## config.mk

```make
export PLATFORM = sky130hd
export DESIGN_NAME = frame_rate_governor_flat
export DESIGN_NICKNAME = d
export VERILOG_FILES = /design/src/hw/rtl/frg_pkg.sv /design/src/hw/rtl/frg_if.sv /design/src/hw/rtl/frame_rate_governor.sv /design/src/hw/rtl/frg_div.sv /design/src/flat_wrapper.sv
export SDC_FILE = /design/constraint.sdc
export NUM_CORES = 2
export LEC_CHECK = 0
export BUFFER_PORTS_ARGS = -buffer_cell sky130_fd_sc_hd__buf_2
export CAP_MARGIN = 20
export CORE_MARGIN = 2
export CORE_UTILIZATION = 51
export DETAILED_ROUTE_END_ITERATION = 10
export PLACE_DENSITY_LB_ADDON = 0.1
export SLEW_MARGIN = 20
export SYNTH_ARGS = -nofsm -noshare
export SYNTH_HDL_FRONTEND = slang
export SYNTH_SLANG_ARGS = --single-unit
```

## constraint.sdc

```tcl
create_clock -name clk_i -period 9 [get_ports clk_i]
set_input_delay 1.8 -clock clk_i [delete_from_list [all_inputs] [get_ports clk_i]]
set_output_delay 1.8 -clock clk_i [all_outputs]
set_load 0.01 [all_outputs]
```

## src/hw/rtl/frg_pkg.sv

```systemverilog
// shared types, constants and register codes for the frame rate governor
package frg_pkg;

  localparam int unsigned TimeW      = 32;
  localparam int unsigned FpsW       = 10;
  localparam int unsigned SkipW      = 8;
  localparam int unsigned WaitW      = 31;
  localparam int unsigned StatW      = 16;
  localparam int unsigned CfgIdxW    = 2;
  localparam int unsigned CfgDataW   = 10;
  // widest product: count * 1000 or fps * elapsed
  localparam int unsigned ProdW      = TimeW + FpsW;

  localparam int unsigned MsPerSec   = 1000;
  localparam int unsigned PctScale   = 100;
  localparam int unsigned PctUnpaced = 100;

  localparam logic [FpsW-1:0]  FpsReset     = FpsW'(25);
  localparam logic [SkipW-1:0] MaxSkipReset = SkipW'(2);
  localparam logic [WaitW-1:0] WaitMax      = {WaitW{1'b1}};
  localparam logic [StatW-1:0] StatMax      = {StatW{1'b1}};

  typedef enum logic [CfgIdxW-1:0] {
    REG_TARGET_FPS = 2'd0,
    REG_MAX_SKIP   = 2'd1
  } cfg_reg_e;

  typedef enum logic [7:0] {
    ST_IDLE = 8'b0000_0001,
    ST_MUL  = 8'b0000_0010,
    ST_CMP  = 8'b0000_0100,
    ST_DIVW = 8'b0000_1000,
    ST_TADD = 8'b0001_0000,
    ST_MEAS = 8'b0010_0000,
    ST_DIVS = 8'b0100_0000,
    ST_DONE = 8'b1000_0000
  } state_e;

endpackage

```

## src/hw/rtl/frg_if.sv

```systemverilog
// handshake channels of the frame rate governor

interface frg_in_if;
  logic                         valid;
  logic                         ready;
  logic [frg_pkg::TimeW-1:0]    now_ms;

  modport source (output valid, output now_ms, input ready);
  modport sink   (input valid, input now_ms, output ready);
endinterface

interface frg_out_if;
  logic                         valid;
  logic                         ready;
  logic [frg_pkg::TimeW-1:0]    frame_number;
  logic [frg_pkg::TimeW-1:0]    frame_time_ms;
  logic [frg_pkg::WaitW-1:0]    wait_ms;
  logic                         skip_frame;
  logic                         fps_valid;
  logic [frg_pkg::StatW-1:0]    fps_measured;
  logic [frg_pkg::StatW-1:0]    speed_percent;

  modport source (output valid, output frame_number, output frame_time_ms, output wait_ms,
                  output skip_frame, output fps_valid, output fps_measured,
                  output speed_percent, input ready);
  modport sink   (input valid, input frame_number, input frame_time_ms, input wait_ms,
                  input skip_frame, input fps_valid, input fps_measured,
                  input speed_percent, output ready);
endinterface

interface frg_cfg_if;
  logic                         valid;
  logic                         ready;
  logic [frg_pkg::CfgIdxW-1:0]  reg_index;
  logic [frg_pkg::CfgDataW-1:0] wdata;

  modport source (output valid, output reg_index, output wdata, input ready);
  modport sink   (input valid, input reg_index, input wdata, output ready);
endinterface

```

## src/hw/rtl/frame_rate_governor.sv

```systemverilog
// frame rate governor: paces frames, skips when behind, reports rate each second
//
//   channel   dir  payload                                            transfer when
//   frame_i   in   now_ms                                             valid && ready
//   result_o  out  frame_number .. speed_percent (one per frame)      valid && ready
//   cfg_i     in   reg_index, wdata (target_fps, max_skip)            valid && ready
//
// a paced frame runs the multiply and compare steps, then one division for the
// wait when ahead and one for the speed on a report; each holds the shared
// 42-step divider; unpaced frames skip pacing, a first frame only opens windows
// reset clears all window state and loads target_fps 25 and max_skip 2
// frame_i is ready only in the idle state; a finished result waits in the
// output register while the next frame is taken, and the next result holds
// in the last step until that register drains
// cfg_i is always ready, and any listed write restarts the windows
module frame_rate_governor (
  input  logic       clk_i,
  input  logic       rst_ni,
  frg_in_if.sink     frame_i,
  frg_out_if.source  result_o,
  frg_cfg_if.sink    cfg_i
);
  import frg_pkg::*;

  // configuration
  logic [FpsW-1:0]  target_fps_q;
  logic [SkipW-1:0] max_skip_q;

  // architectural state
  state_e           state_q;
  logic             started_q;
  logic [TimeW-1:0] frame_counter_q;
  logic [TimeW-1:0] sync_start_q;
  logic [TimeW-1:0] sync_count_q;
  logic [TimeW-1:0] measure_start_q;
  logic [TimeW-1:0] measure_count_q;
  logic [SkipW-1:0] skip_count_q;
  logic [TimeW-1:0] last_time_q;
  logic             out_valid_q;

  // per-frame work registers
  logic [TimeW-1:0] now_q;
  logic [TimeW-1:0] t_q;
  logic [TimeW-1:0] e_q;
  logic [ProdW-1:0] lhs_q;
  logic [ProdW-1:0] rhs_q;
  logic [TimeW-1:0] frame_time_q;
  logic [WaitW-1:0] wait_q;
  logic             fps_valid_q;
  logic [StatW-1:0] measured_q;
  logic [StatW-1:0] speed_q;

  // output payload
  logic [TimeW-1:0] o_frame_number_q;
  logic [TimeW-1:0] o_frame_time_q;
  logic [WaitW-1:0] o_wait_q;
  logic             o_skip_q;
  logic             o_fps_valid_q;
  logic [StatW-1:0] o_measured_q;
  logic [StatW-1:0] o_speed_q;

  logic             in_xfer, out_xfer, cfg_xfer, cfg_hit, out_free;
  logic [TimeW-1:0] meas_elapsed;
  logic             meas_due;
  logic [ProdW-1:0] wait_diff;

  // shared divider
  logic             div_start;
  logic             div_busy;
  logic             div_done;
  logic [ProdW-1:0] div_dividend;
  logic [ProdW-1:0] div_quotient;

  assign frame_i.ready = (state_q == ST_IDLE);
  assign cfg_i.ready   = 1'b1;
  assign in_xfer       = frame_i.valid && frame_i.ready;
  assign out_xfer      = out_valid_q && result_o.ready;
  assign cfg_xfer      = cfg_i.valid && cfg_i.ready;
  assign cfg_hit       = cfg_xfer && (cfg_i.reg_index == REG_TARGET_FPS ||
                                      cfg_i.reg_index == REG_MAX_SKIP);
  assign out_free      = !out_valid_q || result_o.ready;

  // measurement window check on the effective time
  assign meas_elapsed = t_q - measure_start_q;
  assign meas_due     = meas_elapsed >= TimeW'(MsPerSec);

  // wait = floor(count*1000/fps) - elapsed, never negative when ahead
  assign wait_diff = div_quotient - ProdW'(e_q);

  // divider is started for the wait when ahead, and for speed on a report
  always_comb begin
    div_start    = 1'b0;
    div_dividend = lhs_q;
    if (state_q == ST_CMP && lhs_q > rhs_q) begin
      div_start = 1'b1;
    end else if (state_q == ST_MEAS && meas_due && target_fps_q != '0) begin
      div_start    = 1'b1;
      div_dividend = ProdW'(measure_count_q) * ProdW'(PctScale);
    end
  end

  frg_div #(
    .DividendW (ProdW),
    .DivisorW  (FpsW)
  ) u_div (
    .clk_i      (clk_i),
    .rst_ni     (rst_ni),
    .start_i    (div_start),
    .dividend_i (div_dividend),
    .divisor_i  (target_fps_q),
    .busy_o     (div_busy),
    .done_o     (div_done),
    .quotient_o (div_quotient)
  );

  // sequencer and window state
  always_ff @(posedge clk_i or negedge rst_ni) begin
    if (!rst_ni) begin
      target_fps_q    <= FpsReset;
      max_skip_q      <= MaxSkipReset;
      state_q         <= ST_IDLE;
      started_q       <= 1'b0;
      frame_counter_q <= '0;
      sync_start_q    <= '0;
      sync_count_q    <= '0;
      measure_start_q <= '0;
      measure_count_q <= '0;
      skip_count_q    <= '0;
      last_time_q     <= '0;
      out_valid_q     <= 1'b0;
    end else begin
      if (out_xfer) begin
        out_valid_q <= 1'b0;
      end

      unique case (state_q)
        ST_IDLE: begin
          if (in_xfer) begin
            frame_counter_q <= frame_counter_q + 1'b1;
            if (!started_q) begin
              // first frame only opens both windows
              started_q       <= 1'b1;
              sync_start_q    <= frame_i.now_ms;
              measure_start_q <= frame_i.now_ms;
              sync_count_q    <= '0;
              measure_count_q <= '0;
              skip_count_q    <= '0;
              last_time_q     <= frame_i.now_ms;
              state_q         <= ST_DONE;
            end else begin
              measure_count_q <= measure_count_q + 1'b1;
              if (target_fps_q != '0) begin
                sync_count_q <= sync_count_q + 1'b1;
                state_q      <= ST_MUL;
              end else begin
                state_q <= ST_MEAS;
              end
            end
          end
        end
        ST_MUL: begin
          state_q <= ST_CMP;
        end
        ST_CMP: begin
          if (lhs_q > rhs_q) begin
            skip_count_q <= '0;
            state_q      <= ST_DIVW;
          end else begin
            if (lhs_q == rhs_q || skip_count_q >= max_skip_q) begin
              // on pace, or skipped as far as allowed: restart sync window
              sync_start_q <= t_q;
              sync_count_q <= '0;
              skip_count_q <= '0;
            end else begin
              skip_count_q <= skip_count_q + 1'b1;
            end
            state_q <= ST_MEAS;
          end
        end
        ST_DIVW: begin
          if (div_done) begin
            state_q <= ST_TADD;
          end
        end
        ST_TADD: begin
          state_q <= ST_MEAS;
        end
        ST_MEAS: begin
          last_time_q <= t_q;
          if (meas_due) begin
            measure_start_q <= t_q;
            measure_count_q <= '0;
            state_q         <= (target_fps_q != '0) ? ST_DIVS : ST_DONE;
          end else begin
            state_q <= ST_DONE;
          end
        end
        ST_DIVS: begin
          if (div_done) begin
            state_q <= ST_DONE;
          end
        end
        ST_DONE: begin
          if (out_free) begin
            out_valid_q <= 1'b1;
            state_q     <= ST_IDLE;
          end
        end
        default: begin
          state_q <= ST_IDLE;
        end
      endcase

      // user must keep writes to idle (unenforced); a listed write restarts windows
      if (cfg_hit) begin
        if (cfg_i.reg_index == REG_TARGET_FPS) begin
          target_fps_q <= cfg_i.wdata[FpsW-1:0];
        end else begin
          max_skip_q <= cfg_i.wdata[SkipW-1:0];
        end
        started_q       <= 1'b0;
        sync_start_q    <= '0;
        sync_count_q    <= '0;
        measure_start_q <= '0;
        measure_count_q <= '0;
        skip_count_q    <= '0;
      end
    end
  end

  // per-frame datapath
  always_ff @(posedge clk_i) begin
    unique case (state_q)
      ST_IDLE: begin
        if (in_xfer) begin
          now_q        <= frame_i.now_ms;
          t_q          <= frame_i.now_ms;
          e_q          <= frame_i.now_ms - sync_start_q;
          frame_time_q <= started_q ? (frame_i.now_ms - last_time_q) : '0;
          wait_q       <= '0;
          fps_valid_q  <= 1'b0;
          measured_q   <= '0;
          speed_q      <= '0;
        end
      end
      ST_MUL: begin
        // sync count already holds this frame
        lhs_q <= ProdW'(sync_count_q) * ProdW'(MsPerSec);
        rhs_q <= ProdW'(target_fps_q) * ProdW'(e_q);
      end
      ST_DIVW: begin
        if (div_done) begin
          wait_q <= (wait_diff > ProdW'(WaitMax)) ? WaitMax : wait_diff[WaitW-1:0];
        end
      end
      ST_TADD: begin
        // time assumed to advance by exactly the wait
        t_q <= now_q + TimeW'(wait_q);
      end
      ST_MEAS: begin
        if (meas_due) begin
          fps_valid_q <= 1'b1;
          measured_q  <= (measure_count_q > TimeW'(StatMax)) ? StatMax
                                                             : measure_count_q[StatW-1:0];
          speed_q     <= StatW'(PctUnpaced);
        end
      end
      ST_DIVS: begin
        if (div_done) begin
          speed_q <= (div_quotient > ProdW'(StatMax)) ? StatMax : div_quotient[StatW-1:0];
        end
      end
      ST_CMP, ST_DONE: begin
      end
      default: begin
      end
    endcase

    if (state_q == ST_DONE && out_free) begin
      o_frame_number_q <= frame_counter_q;
      o_frame_time_q   <= frame_time_q;
      o_wait_q         <= wait_q;
      o_skip_q         <= (skip_count_q != '0);
      o_fps_valid_q    <= fps_valid_q;
      o_measured_q     <= measured_q;
      o_speed_q        <= speed_q;
    end
  end

  assign result_o.valid         = out_valid_q;
  assign result_o.frame_number  = o_frame_number_q;
  assign result_o.frame_time_ms = o_frame_time_q;
  assign result_o.wait_ms       = o_wait_q;
  assign result_o.skip_frame    = o_skip_q;
  assign result_o.fps_valid     = o_fps_valid_q;
  assign result_o.fps_measured  = o_measured_q;
  assign result_o.speed_percent = o_speed_q;

`ifndef NO_ASSERTIONS
  // a requested wait means the game is ahead, so it never skips that frame
  a_wait_no_skip: assert property (@(posedge clk_i) disable iff (!rst_ni)
    (result_o.valid && result_o.wait_ms != '0) |-> !result_o.skip_frame)
    else $error("wait requested on a skipped frame");

  // report fields stay zero unless a second completed
  a_report_zero: assert property (@(posedge clk_i) disable iff (!rst_ni)
    (result_o.valid && !result_o.fps_valid) |->
      (result_o.fps_measured == '0 && result_o.speed_percent == '0))
    else $error("report fields set without a completed measurement");

  // divider is never restarted while it is running
  a_div_start: assert property (@(posedge clk_i) disable iff (!rst_ni)
    div_start |-> !div_busy)
    else $error("divider started while busy");

  // a taken frame keeps the input closed for at least the next cycle
  a_busy_after_in: assert property (@(posedge clk_i) disable iff (!rst_ni)
    in_xfer |=> !frame_i.ready)
    else $error("frame taken while the previous one is still in work");
`endif

endmodule

```

## src/hw/rtl/frg_div.sv

```systemverilog
// restoring divider, one quotient bit per cycle
module frg_div #(
  parameter int unsigned DividendW = frg_pkg::ProdW,
  parameter int unsigned DivisorW  = frg_pkg::FpsW
) (
  input  logic                 clk_i,
  input  logic                 rst_ni,
  input  logic                 start_i,
  input  logic [DividendW-1:0] dividend_i,
  input  logic [DivisorW-1:0]  divisor_i,
  output logic                 busy_o,
  output logic                 done_o,
  output logic [DividendW-1:0] quotient_o
);
  import frg_pkg::*;

  localparam int unsigned CntW = $clog2(DividendW + 1);

  logic [DivisorW-1:0]  rem_q, rem_d;
  logic [DividendW-1:0] quo_q, quo_d;
  logic [DivisorW-1:0]  dvs_q;
  logic [CntW-1:0]      cnt_q;
  logic                 busy_q, done_q;
  logic [DivisorW:0]    shifted, trial;

  // shift in next dividend bit and try the subtract
  assign shifted = {rem_q, quo_q[DividendW-1]};
  assign trial   = shifted - {1'b0, dvs_q};

  always_comb begin
    rem_d = trial[DivisorW] ? shifted[DivisorW-1:0] : trial[DivisorW-1:0];
    quo_d = {quo_q[DividendW-2:0], ~trial[DivisorW]};
  end

  always_ff @(posedge clk_i or negedge rst_ni) begin
    if (!rst_ni) begin
      busy_q <= 1'b0;
      done_q <= 1'b0;
      cnt_q  <= '0;
    end else begin
      done_q <= 1'b0;
      if (start_i && !busy_q) begin
        busy_q <= 1'b1;
        cnt_q  <= '0;
      end else if (busy_q) begin
        cnt_q <= cnt_q + 1'b1;
        if (cnt_q == CntW'(DividendW - 1)) begin
          busy_q <= 1'b0;
          done_q <= 1'b1;
        end
      end
    end
  end

  always_ff @(posedge clk_i) begin
    if (start_i && !busy_q) begin
      rem_q <= '0;
      quo_q <= dividend_i;
      dvs_q <= divisor_i;
    end else if (busy_q) begin
      rem_q <= rem_d;
      quo_q <= quo_d;
    end
  end

  assign busy_o     = busy_q;
  assign done_o     = done_q;
  assign quotient_o = quo_q;

endmodule
```

## src/flat_wrapper.sv

```systemverilog
// flat-port wrapper written by rule: the top's interface ports become plain ports
module frame_rate_governor_flat import frg_pkg::*;
  (clk_i, rst_ni, frame_i_valid, frame_i_now_ms, frame_i_ready, result_o_valid, result_o_frame_number, result_o_frame_time_ms, result_o_wait_ms, result_o_skip_frame, result_o_fps_valid, result_o_fps_measured, result_o_speed_percent, result_o_ready, cfg_i_valid, cfg_i_reg_index, cfg_i_wdata, cfg_i_ready);
  frg_in_if frame_i_i ();
  frg_out_if result_o_i ();
  frg_cfg_if cfg_i_i ();
  input  logic clk_i;
  input  logic rst_ni;
  input wire logic [$bits(frame_i_i.valid)-1:0] frame_i_valid;
  input wire logic [$bits(frame_i_i.now_ms)-1:0] frame_i_now_ms;
  output wire logic [$bits(frame_i_i.ready)-1:0] frame_i_ready;
  output wire logic [$bits(result_o_i.valid)-1:0] result_o_valid;
  output wire logic [$bits(result_o_i.frame_number)-1:0] result_o_frame_number;
  output wire logic [$bits(result_o_i.frame_time_ms)-1:0] result_o_frame_time_ms;
  output wire logic [$bits(result_o_i.wait_ms)-1:0] result_o_wait_ms;
  output wire logic [$bits(result_o_i.skip_frame)-1:0] result_o_skip_frame;
  output wire logic [$bits(result_o_i.fps_valid)-1:0] result_o_fps_valid;
  output wire logic [$bits(result_o_i.fps_measured)-1:0] result_o_fps_measured;
  output wire logic [$bits(result_o_i.speed_percent)-1:0] result_o_speed_percent;
  input wire logic [$bits(result_o_i.ready)-1:0] result_o_ready;
  input wire logic [$bits(cfg_i_i.valid)-1:0] cfg_i_valid;
  input wire logic [$bits(cfg_i_i.reg_index)-1:0] cfg_i_reg_index;
  input wire logic [$bits(cfg_i_i.wdata)-1:0] cfg_i_wdata;
  output wire logic [$bits(cfg_i_i.ready)-1:0] cfg_i_ready;
  assign frame_i_i.valid = frame_i_valid;
  assign frame_i_i.now_ms = frame_i_now_ms;
  assign frame_i_ready = frame_i_i.ready;
  assign result_o_valid = result_o_i.valid;
  assign result_o_frame_number = result_o_i.frame_number;
  assign result_o_frame_time_ms = result_o_i.frame_time_ms;
  assign result_o_wait_ms = result_o_i.wait_ms;
  assign result_o_skip_frame = result_o_i.skip_frame;
  assign result_o_fps_valid = result_o_i.fps_valid;
  assign result_o_fps_measured = result_o_i.fps_measured;
  assign result_o_speed_percent = result_o_i.speed_percent;
  assign result_o_i.ready = result_o_ready;
  assign cfg_i_i.valid = cfg_i_valid;
  assign cfg_i_i.reg_index = cfg_i_reg_index;
  assign cfg_i_i.wdata = cfg_i_wdata;
  assign cfg_i_ready = cfg_i_i.ready;
  frame_rate_governor u_core (.clk_i(clk_i), .rst_ni(rst_ni), .frame_i(frame_i_i), .result_o(result_o_i), .cfg_i(cfg_i_i));
endmodule
```

==> key figures <==
Status
  • Outcome: finished clean

Route
  • Drt drc: 0
  • Routed wl met2: 64.6 mm
  • WL met3: 9.12 mm
  • ANT nets after route: 0
  • Wl on met1: 68.2 mm
  • Drt pass-1 iters: 6
  • Post-DR wirelength/cell: 21.0 µm
  • Highest metal used: met5
  • WL final: 146 mm
  • Initial DRC Count: 2892
  • Via/cell ratio: 5.74
  • Vias: 40000

Clock tree
  • CTS tree: yes
  • Clock transition at path regs: 0.06 ns
  • Hold buffers post-CTS: 0
  • H-Tree Depth: 3
  • # clock sinks: 700
  • CTS Buffer Depth: 3
  • Setup Fix Bufs, Post-CTS: 0
  • Root buf cell: clkbuf_16
  • Total CTS buffers: 81
  • CTS resizes: 0
  • Worst-skew pair later-pin latency: 0.66 ns

Timing
  • Tmin final: 7.39 ns
  • Max frequency: 135 MHz
  • Slew headroom: 22.0%
  • Max-slew violations: 0
  • Fin crit share: 82.1%
  • Skew final: 0.0270 ns
  • Setup-failing EPs final: 0
  • Final Hold Violating Endpoints: 0
  • RSZ-0062 raised after global routing: no
  • Worst-Margin Slew: 1.17 ns
  • Setup TNS: 0 ns

Die
  • Die area: 110000 µm²
  • Initial Util: 51.4%
  • Core area: 107000 µm²
  • Die width: 332 µm
  • FP Rows: 120
  • Top Ports: 181
  • Vert. Die Dim: 332 µm

Yosys
  • Synthesized instance count: 5361
  • Synth top area cells: edfxtp_1 25%, fa_1 14%, ha_1 11%
  • Post-synth EDFFs: 454
  • Largest area contributor in the netlist: edfxtp_1
  • Largest family of logic cells by synthesized area: adder cells
  • Multiplexer area fraction after synthesis: 1.76%
  • Yosys cell types: 102
  • Main synth FF type: edfxtp_1
  • Post-Synth Simple-Gate Area: 12.6%
  • Synthesized area: 54900 µm²
  • Post-synth net total: 6290
  • Share of the yosys chip area belonging to registers: 35.9%
  • Yosys warns: 0
  • Top cell type's share of synthesized area: 24.8%
  • Post-Synth XOR/XNOR Area: 3.83%
  • Async S/R FF share, synth: 33.7%
  • Synthesized area per cell: 10.2 µm²
  • Synth Area in Compound Gates: 14.7%
  • Adder-cell share of the synthesized area: 25.4%
  • #FFs+latches synth: 700

Setup path
  • Crit start category: flop
  • Critical Path RT: 9.40 ns
  • Crit path DAT: 7.79 ns
  • Max Fanout on Critical Path: 23
  • Crit Path Category: flop to flop
  • CP Capture Type: flop

Global routing
  • Global-route wire length before repair: 231 mm
  • Pin count of the biggest net entering global routing: 114
  • Total GRT Usage: 26.8%
  • Initial antenna violation count: 7
  • GRT overflow: 0
  • Vias in the first global route: 39400

Job
  • Maxcap violations: 0

Place
  • Port-buffer cells: 179
  • GPL Wtd Cong: 0.948
  • Placed wire-length estimate: 112 mm

Finish
  • Final net count: 6414
  • Share of cells above drive strength 1: 8.48%
  • Area grow syn2layout: 9.51%

Hold path
  • Worst Hold Class: flop to flop
-- worst max-delay path: stages, from the launching register on --
cell and delay, ns:
dfrtp_1 0.91, buf_4 0.36, nand2_1 0.11, fa_1 0.54
inv_1 0.06, fa_1 0.51, fa_1 0.43, fa_1 0.54
inv_1 0.05, fa_1 0.52, inv_1 0.04, ha_1 0.34
and4_1 0.27, and3_1 0.20, o2111a_1 0.15, a2111oi_0 0.41
buf_4 0.21, o311ai_1 0.17, a41o_1 0.32, a311o_1 0.41
a211o_1 0.29, a21oi_1 0.17, xnor2_1 0.08
-- final timing paths --
check / start / cells past startpoint / slack [ns] / endpoint
min in group asynchronous: rst_ni / 1 / 1.11 / u_core.skip_count_q[3]
min reg2reg: u_core.speed_q[2] / 0 / 0.41 / u_core.result_o.speed_percent[2]
max reg2reg: u_core.target_fps_q[2] / 22 / 1.61 / u_core.rhs_q[40]
max in group asynchronous: rst_ni / 2 / 6.52 / u_core.measure_count_q[25]
max: u_core.target_fps_q[2] / 22 / 1.61 / u_core.rhs_q[40]
min: u_core.speed_q[2] / 0 / 0.41 / u_core.result_o.speed_percent[2]
-- cells in the final DEF (no fill, tap or decap), drive strengths merged, types with 12 or more instances in the layout --
cell type and instances:
a211oi 32, a21o 139, a21oi 287, a221oi 14
a31oi 46, and2 198, and3 60, and4 12
buf 229, clkbuf 109, clkinv 23, dfrtp 231
edfxtp 454, fa 389, ha 491, inv 650
mux2 21, mux2i 73, nand2 435, nand2b 65
nand3 113, nand4 41, nor2 291, nor2b 35
nor3 53, nor4 19, o2111ai 14, o211ai 44
o21a 87, o21ai 231, o21bai 33, o221a 21
o22ai 29, o31a 13, o31ai 123, or2 19
or3 18, xnor2 154, xor2 86
-- layer usage --
layer  global-route usage [%]  vias to the layer above
met4                     7.70                        2
met5                        0                        -
met2                     40.8                     1073
met1                     39.2                    19700
met3                     4.68                      199
li1                         -                    19000
-- final cells by class --
class                      instances  area (µm²)
antenna                            1        2.50
timing repair buffer             229        1290
clock inverter                    41         503
clock buffer                     109        2340
fill                            9338       46700
inverter                         646        2430
tap                             1403        1760
sequential                       700       19700
multi-input combinational       3827       32100
-- metrics by stage --
step | instances | setup slack [ns] | util (%) | cell area (µm²) | hold WS (ns)
floorplan | 5361 | 0.752 | - | 54900 | 0.400
global placement | 6805 | 1.77 | 53.6 | 57300 | 0.402
detailed placement | 6805 | 1.63 | 53.6 | 57300 | 0.405
CTS | 6955 | 1.61 | 56.3 | 60200 | 0.411
global route | 6955 | 1.11 | 56.3 | 60200 | 0.421
finish | 6956 | 1.61 | 56.3 | 60200 | 0.413
-- synth_stat cells (18+ instances only) --
cell      instances
nor2_1          290
or2_2            18
mux2i_1          73
or3_1            18
nand4_1          40
clkbuf_1        161
dfrtp_1         231
inv_1           642
nand2b_1         65
xnor2_1         154
edfxtp_1        454
nand2_1         434
o21a_1           86
mux2_2           21
nor2b_1          35
fa_1            389
and2_1          196
a21o_1          139
xor2_1           86
nor3_1           53
a211oi_1         30
o21bai_1         33
o211ai_1         44
a21oi_1         283
and3_1           60
o31ai_1         121
a31oi_1          45
o21ai_0         190
nand3_1         113
o22ai_1          29
o21ai_1          39
ha_1            491
-- cell families after synthesis --
logic type,count (synthesis)
compound gates,1210
simple gates,1402
flops,700
fa+ha+maj,880
buf+inv,834
mux,94
other cells,1
xor+xnor,240
Power is left out: the tool's default activity adds up to more than one toggle a clock period on the data nets, which glitch-free logic cannot reach.
